[src/rtl/core/lbd_pkg.sv]
`timescale 1ns / 1ps

package lbd_pkg;

	// Configuration register width and reset value
	localparam int CFG_W = 11;
	localparam logic [CFG_W-1:0] CFG_RESET = 11'd1024;

	// Configuration register indexes
	localparam int CFG_IDX_W = 1;
	localparam logic [CFG_IDX_W-1:0] REG_FRAME_WIDTH  = 1'b0;
	localparam logic [CFG_IDX_W-1:0] REG_FRAME_HEIGHT = 1'b1;

	// Label word
	localparam int LABEL_W = 32;

	// Sign taps of one window row, as seen at the current word:
	// row is the oldest-but-two, d1 and d2 follow one and two words later in age
	typedef struct packed {
		logic row;
		logic d1;
		logic d2;
	} lbd_taps_t;

endpackage

[src/rtl/core/lbd_line_cell.sv]
`timescale 1ns / 1ps

module lbd_line_cell #(
	parameter int MAX_WIDTH = 1024
) (
	input  logic                           clk,
	input  logic                           arst_n,
	input  logic                           adv,
	input  logic [$clog2(MAX_WIDTH+1)-1:0] line_len,
	input  logic                           in_bit,
	input  logic                           in_d1,
	output lbd_pkg::lbd_taps_t             taps
);
	import lbd_pkg::*;

	localparam int LW    = $clog2(MAX_WIDTH + 1);
	localparam int DEPTH = (MAX_WIDTH > 1) ? MAX_WIDTH - 1 : 1;
	localparam int AW    = (DEPTH > 1) ? $clog2(DEPTH) : 1;

	logic          mem [DEPTH];
	logic          rd_q;
	logic [AW-1:0] ptr_q;
	logic [AW-1:0] ptr_e;
	logic [LW-1:0] len_m1;
	logic [LW-1:0] ptr_inc;
	logic          row_bit;
	logic          d1_q;
	logic          d2_q;

	// Ring of line_len-1 entries plus the read register delays by one full line
	assign len_m1  = line_len - LW'(1);
	// A pointer left beyond a shortened line restarts at the first entry
	assign ptr_e   = (LW'(ptr_q) >= len_m1) ? '0 : ptr_q;
	assign ptr_inc = LW'(ptr_e) + LW'(1);

	// One-pixel lines have no ring: the line delay is the upstream one-word tap
	assign row_bit = (line_len == LW'(1)) ? in_d1 : rd_q;

	// Advance the ring pointer, wrap at the line length minus one
	always_ff @(posedge clk or negedge arst_n) begin
		if (!arst_n) begin
			ptr_q <= '0;
		end else if (adv) begin
			if (ptr_inc >= len_m1) begin
				ptr_q <= '0;
			end else begin
				ptr_q <= AW'(ptr_inc);
			end
		end
	end

	// Read the old bit, then overwrite it with the incoming one
	always_ff @(posedge clk) begin
		if (adv) begin
			rd_q         <= mem[ptr_e];
			mem[ptr_e]   <= in_bit;
		end
	end

	// Shift the row taps
	always_ff @(posedge clk) begin
		if (adv) begin
			d1_q <= row_bit;
			d2_q <= d1_q;
		end
	end

	assign taps = '{row: row_bit, d1: d1_q, d2: d2_q};

endmodule

[src/rtl/core/label_boundary_detect_3x3.sv]
`timescale 1ns / 1ps

// 3x3 boundary marker for a raster label stream. Each accepted word carries one signed
// label; only its sign is kept. A frame is frame_height*frame_width pixel words followed
// by frame_width+1 drain words whose label is ignored. The word at raster position k
// delivers the result for pixel k-(frame_width+1), so the first frame_width+1 words of a
// frame give no result and every later word gives exactly one. boundary is 1 when the
// pixel's label is non-negative and at least one in-frame 8-neighbor is negative;
// last_pixel flags the final pixel of the frame, after which a new frame starts. The block
// takes one word per clock when not stalled: each of the two line delays is a one-bit
// memory read and written once per word, and the window is a chain of two line cells plus
// two sign taps. A result sits in an output register and the input is stalled only while
// that register is full and stalled. Write frame_width / frame_height (zero acts as 1,
// values above MAX_WIDTH / MAX_HEIGHT act as the maximum) only between frames.
module label_boundary_detect_3x3 #(
	parameter int MAX_WIDTH  = 1024,
	parameter int MAX_HEIGHT = 1024
) (
	input  logic                                  clk,
	input  logic                                  arst_n,
	input  logic                                  px_valid,
	output logic                                  px_stall,
	input  logic signed [lbd_pkg::LABEL_W-1:0]    label,
	output logic                                  res_valid,
	input  logic                                  res_stall,
	output logic                                  boundary,
	output logic                                  last_pixel,
	input  logic                                  cfg_valid,
	output logic                                  cfg_ready,
	input  logic [lbd_pkg::CFG_IDX_W-1:0]         cfg_index,
	input  logic [lbd_pkg::CFG_W-1:0]             cfg_data
);
	import lbd_pkg::*;

	localparam int WW   = $clog2(MAX_WIDTH + 1);
	localparam int WH   = $clog2(MAX_HEIGHT + 1);
	localparam int CLW  = (MAX_WIDTH > 1) ? $clog2(MAX_WIDTH) : 1;
	localparam int CMPW = ((CFG_W > WW) ? ((CFG_W > WH) ? CFG_W : WH)
	                                    : ((WW > WH) ? WW : WH)) + 1;

	logic [CFG_W-1:0] width_q;
	logic [CFG_W-1:0] height_q;
	logic [WW-1:0]    eff_w;
	logic [WH-1:0]    eff_h;

	logic [CLW-1:0]   in_col_q;
	logic [CFG_W-1:0] in_row_q;
	logic [CLW-1:0]   out_col_q;
	logic [CFG_W-1:0] out_row_q;

	logic             acc;
	logic             cur;
	logic             emit;
	logic             in_col_wrap;
	logic             top_ok;
	logic             bot_ok;
	logic             left_ok;
	logic             right_ok;
	logic             last_c;
	logic             hit;
	logic             boundary_c;

	logic             x1_q;
	logic             x2_q;
	lbd_taps_t        mid_taps;
	lbd_taps_t        up_taps;

	logic             res_valid_q;
	logic             boundary_q;
	logic             last_q;

	// Configuration registers, always ready
	assign cfg_ready = 1'b1;

	always_ff @(posedge clk or negedge arst_n) begin
		if (!arst_n) begin
			width_q  <= CFG_RESET;
			height_q <= CFG_RESET;
		end else if (cfg_valid && cfg_ready) begin
			unique case (cfg_index)
				REG_FRAME_WIDTH:  width_q  <= cfg_data;
				REG_FRAME_HEIGHT: height_q <= cfg_data;
				default:          ;
			endcase
		end
	end

	// Clamp sizes into 1..MAX
	always_comb begin
		if (width_q == '0) begin
			eff_w = WW'(1);
		end else if (CMPW'(width_q) > CMPW'(MAX_WIDTH)) begin
			eff_w = WW'(MAX_WIDTH);
		end else begin
			eff_w = WW'(width_q);
		end
		if (height_q == '0) begin
			eff_h = WH'(1);
		end else if (CMPW'(height_q) > CMPW'(MAX_HEIGHT)) begin
			eff_h = WH'(MAX_HEIGHT);
		end else begin
			eff_h = WH'(height_q);
		end
	end

	// Input handshake: hold off only while a result waits and is stalled
	assign px_stall = res_valid_q && res_stall;
	assign acc      = px_valid && !px_stall;

	// Drain words store a clear sign
	assign cur  = (CMPW'(in_row_q) < CMPW'(eff_h)) ? label[LABEL_W-1] : 1'b0;
	assign emit = (in_row_q >= CFG_W'(2)) || ((in_row_q == CFG_W'(1)) && (in_col_q != '0));
	assign in_col_wrap = (CMPW'(in_col_q) + CMPW'(1)) >= CMPW'(eff_w);

	// Neighbor presence inside the frame
	assign top_ok   = (out_row_q != '0);
	assign bot_ok   = (CMPW'(out_row_q) + CMPW'(1)) < CMPW'(eff_h);
	assign left_ok  = (out_col_q != '0);
	assign right_ok = (CMPW'(out_col_q) + CMPW'(1)) < CMPW'(eff_w);
	assign last_c   = !bot_ok && !right_ok;

	// Newest row taps
	always_ff @(posedge clk) begin
		if (acc) begin
			x1_q <= cur;
			x2_q <= x1_q;
		end
	end

	// Line cells: middle row (one line back) and upper row (two lines back)
	lbd_line_cell #(
		.MAX_WIDTH(MAX_WIDTH)
	) u_cell_mid (
		.clk     (clk),
		.arst_n  (arst_n),
		.adv     (acc),
		.line_len(eff_w),
		.in_bit  (cur),
		.in_d1   (x1_q),
		.taps    (mid_taps)
	);

	lbd_line_cell #(
		.MAX_WIDTH(MAX_WIDTH)
	) u_cell_up (
		.clk     (clk),
		.arst_n  (arst_n),
		.adv     (acc),
		.line_len(eff_w),
		.in_bit  (mid_taps.row),
		.in_d1   (mid_taps.d1),
		.taps    (up_taps)
	);

	// OR the in-frame neighbors; the center is mid_taps.d1
	assign hit = (top_ok && left_ok && up_taps.d2) || (top_ok && up_taps.d1) ||
	             (top_ok && right_ok && up_taps.row) ||
	             (left_ok && mid_taps.d2) || (right_ok && mid_taps.row) ||
	             (bot_ok && left_ok && x2_q) || (bot_ok && x1_q) ||
	             (bot_ok && right_ok && cur);
	assign boundary_c = hit && !mid_taps.d1;

	// Advance raster counters, restart after the last pixel
	always_ff @(posedge clk or negedge arst_n) begin
		if (!arst_n) begin
			in_col_q  <= '0;
			in_row_q  <= '0;
			out_col_q <= '0;
			out_row_q <= '0;
		end else if (acc) begin
			if (emit && last_c) begin
				in_col_q  <= '0;
				in_row_q  <= '0;
				out_col_q <= '0;
				out_row_q <= '0;
			end else begin
				if (emit) begin
					if (!right_ok) begin
						out_col_q <= '0;
						if (out_row_q != '1) begin
							out_row_q <= out_row_q + CFG_W'(1);
						end
					end else begin
						out_col_q <= out_col_q + CLW'(1);
					end
				end
				if (in_col_wrap) begin
					in_col_q <= '0;
					if (in_row_q != '1) begin
						in_row_q <= in_row_q + CFG_W'(1);
					end
				end else begin
					in_col_q <= in_col_q + CLW'(1);
				end
			end
		end
	end

	// Output register: load on an emitting word, drop when taken
	always_ff @(posedge clk or negedge arst_n) begin
		if (!arst_n) begin
			res_valid_q <= 1'b0;
		end else if (acc && emit) begin
			res_valid_q <= 1'b1;
		end else if (!res_stall) begin
			res_valid_q <= 1'b0;
		end
	end

	always_ff @(posedge clk) begin
		if (acc && emit) begin
			boundary_q <= boundary_c;
			last_q     <= last_c;
		end
	end

	assign res_valid  = res_valid_q;
	assign boundary   = boundary_q;
	assign last_pixel = last_q;

	// The reported column stays inside the line
	a_out_col_in_line: assert property (@(posedge clk) disable iff (!arst_n)
		CMPW'(out_col_q) < CMPW'(eff_w))
		else $error("output column outside the line");

	// The input position runs at least one row ahead of the reported pixel
	a_in_ahead: assert property (@(posedge clk) disable iff (!arst_n)
		(acc && emit) |-> (in_row_q > out_row_q))
		else $error("input position not ahead of output position");

	// The frame restarts after the last pixel
	a_frame_restart: assert property (@(posedge clk) disable iff (!arst_n)
		(acc && emit && last_c) |=> (in_row_q == '0 && in_col_q == '0 && out_row_q == '0))
		else $error("counters not cleared after the last pixel");

endmodule

[config.mk]
export PLATFORM = sky130hd
export DESIGN_NAME = label_boundary_detect_3x3
export DESIGN_NICKNAME = d
export VERILOG_FILES = /design/src/rtl/core/lbd_pkg.sv /design/src/rtl/core/lbd_line_cell.sv /design/src/rtl/core/label_boundary_detect_3x3.sv
export SDC_FILE = /design/constraint.sdc
export NUM_CORES = 2
export LEC_CHECK = 0
export BUFFER_PORTS_ARGS = -buffer_cell sky130_fd_sc_hd__clkbuf_2
export CORE_MARGIN = 2
export CORE_UTILIZATION = 47
export CTS_CLUSTER_DIAMETER = 200
export DETAILED_ROUTE_END_ITERATION = 10
export SLEW_MARGIN = 15
export SYNTH_ARGS = -nofsm -noshare
export SYNTH_HDL_FRONTEND = slang
export SYNTH_SLANG_ARGS = --single-unit
export TNS_END_PERCENT = 1
[constraint.sdc]
create_clock -name clk -period 22.3 [get_ports clk]
set_input_delay 3.345 -clock clk [delete_from_list [all_inputs] [get_ports clk]]
set_output_delay 3.345 -clock clk [all_outputs]
set_load 0.05 [all_outputs]
==> run_results.csv <==
group,metric,value,unit
synthesis,synthSimpleGateAreaFrac,0.138,
setup_path,regToRegSetupSlack,13.15,ns
synthesis,synth_compound_area_frac,0.0778,
die,fp.dieW,459,µm
die,dieHeight,459,µm
hold_path,hold_class,"register to register",
synthesis,synthFlopType,"edfxtp_1",
setup_path,start_kind,"register",
clocking,ctsRootBufferMaster,"clkbuf_16",
clocking,clkTransAtPathRegs,0.06,ns
setup_path,cp_data_arrival_time,9.75,ns
sta,slew_violations,0,
sta,post-route-period-util,0.411,
die,start_util,0.471,
clocking,ctsHoldBuffers,0,
cells_and_area,syn2layout_area_growth,10.0,%
cells_and_area,final_nets,7906,
sta,hold_violations,0,
global_route,grt_pass1_wl,443000,µm
sta,max_slew_margin,0.129,
clocking,post_cts_resized,0,
clocking,cts_inserted_buffers,217,
setup_path,r2r-end,"u_cell_up.rd_q",
die,fp.dieArea,0.211,mm²
synthesis,syn-instance-count,8034,
setup_path,reg2reg_from,"width_q[3]",
synthesis,netlist-cell-type-count,92,
flow_run,max-cap-violations,0,
placed_design,dp_hpwl,169000,µm
placed_design,io_buffers,21,
power_and_ir_drop,peakVddDrop,0.000113,V
synthesis,synth_seq_area_share,0.656,
setup_path,reg2reg_depth,26,
detailed_routing,drc_errors,0,
sta,rsz0062_at_grt,"no",
setup_path,worstSetupPathType,"register to register",
sta,tightest_slew,1.31,ns
global_route,globalRouteOverflowTotal,0,
synthesis,ys_async_sr_fraction,0.0397,
setup_path,crit_family,"compound AO/OA/AOI/OAI gates",
synthesis,postSynthAreaPerCell,12.1,µm²
synthesis,synth-seq-cells,2141,
setup_path,critPathBufInv,4,
synthesis,synthAdderAreaFrac,0.0122,
setup_path,cp_slowest_stage_delay,0.85,ns
detailed_routing,wire_per_inst,29.1,µm
outcome,status,"finished, final reports clean",
placed_design,routabilityCongestion,0.861,
global_route,antenna_found_initial,9,
synthesis,synth_edf_count,2056,
synthesis,synth_top_area_frac,0.635,
synthesis,synth_top_family_by_area,"simple AND/OR/NAND/NOR gates",
setup_path,crit_fanout,85,
synthesis,synth_xor_xnor_area_share,0.00468,
synthesis,muxShareOfSynthArea,0.0795,
detailed_routing,antenna_left,0,
placed_design,dpl.cell_count,10200,
sta,whs,0.460,ns
die,coreArea,0.206,mm²
sta,tns,0,ns
detailed_routing,drtPass1Iterations,8,
setup_path,cpMostUsedCell,"a21oi_1",
synthesis,yosys.cell_count.top_type,"nor2_1",
clocking,cts_sinks,2141,
setup_path,worstPathRequired,22.90,ns
synthesis,synth_nets,8175,
clocking,cts_tree,"yes",
synthesis,synth_commonest_cells,"2,183 x nor2_1, 2,056 x edfxtp_1, 575 x clkbuf_1",
detailed_routing,drt_iter0_drc,10700,
setup_path,path_depth,26,
sta,setup_slack,13.15,ns
sta,fin_worst_skew,0.0323,ns
cells_and_area,nFillCells,17700,
clocking,postCtsSetupBuffers,0,
die,io_pins,54,
cells_and_area,layout-drive-gt1-share,0.119,
sta,fin_crit,9.16,ns
die,core.rowCount,167,
synthesis,synth.area.top_cells,"edfxtp_1 63%, nor2_1 8.4%, mux4_2 4.1%, mux2i_1 2.8%, clkbuf_1 2.2%",
global_route,grtUsageTotal,0.288,
synthesis,yosys.area.top_type,"edfxtp_1",
global_route,grt_max_degree,311,
setup_path,crit_start,"width_q[3]",
power_and_ir_drop,finalPower,12.1,mW
detailed_routing,num_vias,68400,
power_and_ir_drop,power_leakage,33.3,nW
global_route,grt_pass1_vias,63500,
clocking,htree_num_levels,4,
synthesis,synth_warnings,0,
detailed_routing,drt-total-wl,310000,µm
cells_and_area,instances_no_fill,10700,
detailed_routing,vias_per_cell,6.41,
power_and_ir_drop,power.density,113,mW/mm²
setup_path,crit_end,"u_cell_up.rd_q",
placed_design,dpl_worst_slack,13.48,ns
setup_path,endpoint_kind,"register",
synthesis,netlist_area,0.0973,mm²
clocking,insertion_delay,0.89,ns
sta,max_clock_freq,0.109,GHz
sta,setup_viol,0,
hold_path,hold_start,"u_cell_up.d1_q",
clocking,clock_path_buffers,3,
setup_path,cp_slowest_cell,"o2111a_1",
-- sequential cells by signal, summed over array words and instances (netlist names), 10 cells and up --
signal / flops
u_cell_mid.mem: 1023
u_cell_up.ptr_q: 10
u_cell_up.mem: 1023
in_col_q: 10
out_row_q: 11
u_cell_mid.ptr_q: 10
out_col_q: 10
height_q: 11
in_row_q: 11
width_q: 11
-- cell type report --
type                    instances  area [µm²]  area share
diodes                          1        2.50   0.0000234
multi-input cells            5107       30900       0.289
inverters                      45         176     0.00165
repair buffers                253        2000      0.0187
well taps                    2704        3380      0.0316
flip-flops and latches       2141       63900       0.597
clock inverters               113         876     0.00818
clock buffers                 292        5810      0.0543
-- per-stage QoR --
stage	utilization	instance area [µm²]
2_1_floorplan	-	97300
3_3_place_gp	0.485	100000
3_5_place_dp	0.485	100000
4_1_cts	0.518	107000
5_1_grt	0.518	107000
6_report	0.518	107000
-- worst min-delay path by stage --
| stage | endpoint | slack (ns) | cells after the start |
|---|---|---|---|
| 2_1_floorplan | u_cell_up.d2_q | 0.43 | 0 |
| 3_3_place_gp | u_cell_up.d2_q | 0.43 | 0 |
| 3_5_place_dp | u_cell_up.d2_q | 0.45 | 0 |
| 4_1_cts | u_cell_up.d2_q | 0.46 | 0 |
| 5_1_grt | u_cell_up.d2_q | 0.48 | 0 |
| 6_report | u_cell_up.d2_q | 0.46 | 0 |
-- power by group --
group / internal [mW] / total, mW / switching, mW
clock: 1.93 / 3.49 / 1.57
combinational: 1.09 / 3.73 / 2.64
sequential: 4.80 / 4.92 / 0.119
total: 7.82 / 12.1 / 4.32
-- layer usage --
layer | track usage | share of wire
met1 | 0.422 | 0.40
met2 | 0.424 | 0.44
met3 | 0.0655 | 0.12
met4 | 0.0952 | 0.036
met5 | 0.00138 | 0.00016
-- cell usage in the layout, fill, tap and decap left out, drive strengths merged, types with 39 or more instances in the layout --
cell    instances
o221ai         43
a21oi         306
mux4          175
a221oi         58
a211oi         75
o21ai         240
o22ai          67
ha             92
dfrtp          83
a31oi          48
nand3         170
mux2i         270
clkinv        101
a22oi          39
clkbuf        312
mux2           97
and3           65
buf           233
nor2         2184
nor3          169
edfxtp       2056
inv            47
nand2         484
-- worst reg2reg max path, cell delays in order, from the launching register on --
cell and delay, ns:
dfrtp_1 0.51, nor4_4 0.56, a31oi_1 0.14, nor2_1 0.32
inv_1 0.25, ha_1 0.37, nor2b_1 0.24, a21oi_1 0.06
a21oi_1 0.43, ha_1 0.31, nor4_1 0.08, nor2_1 0.12
o41ai_1 0.07, and3b_1 0.25, o2111a_1 0.85, nor3_4 0.06
buf_12 0.29, inv_6 0.56, buf_4 0.75, nand2_1 0.22
a221oi_1 0.50, a2111oi_0 0.18, o21ai_0 0.12, a21oi_1 0.08
o32ai_1 0.77, a31oi_1 0.20, mux2i_1 0.60
-- cells by family after synthesis --
kind of cell / Yosys count
AND/OR/NAND/NOR: 3266
flip-flops: 2141
adder cells (fa/ha/maj): 96
XOR/XNOR: 52
other: 1
multiplexers: 542
AO/OA/AOI/OAI: 1150
buffers and inverters: 786
Note: power is estimated with default switching activity, not from simulation.
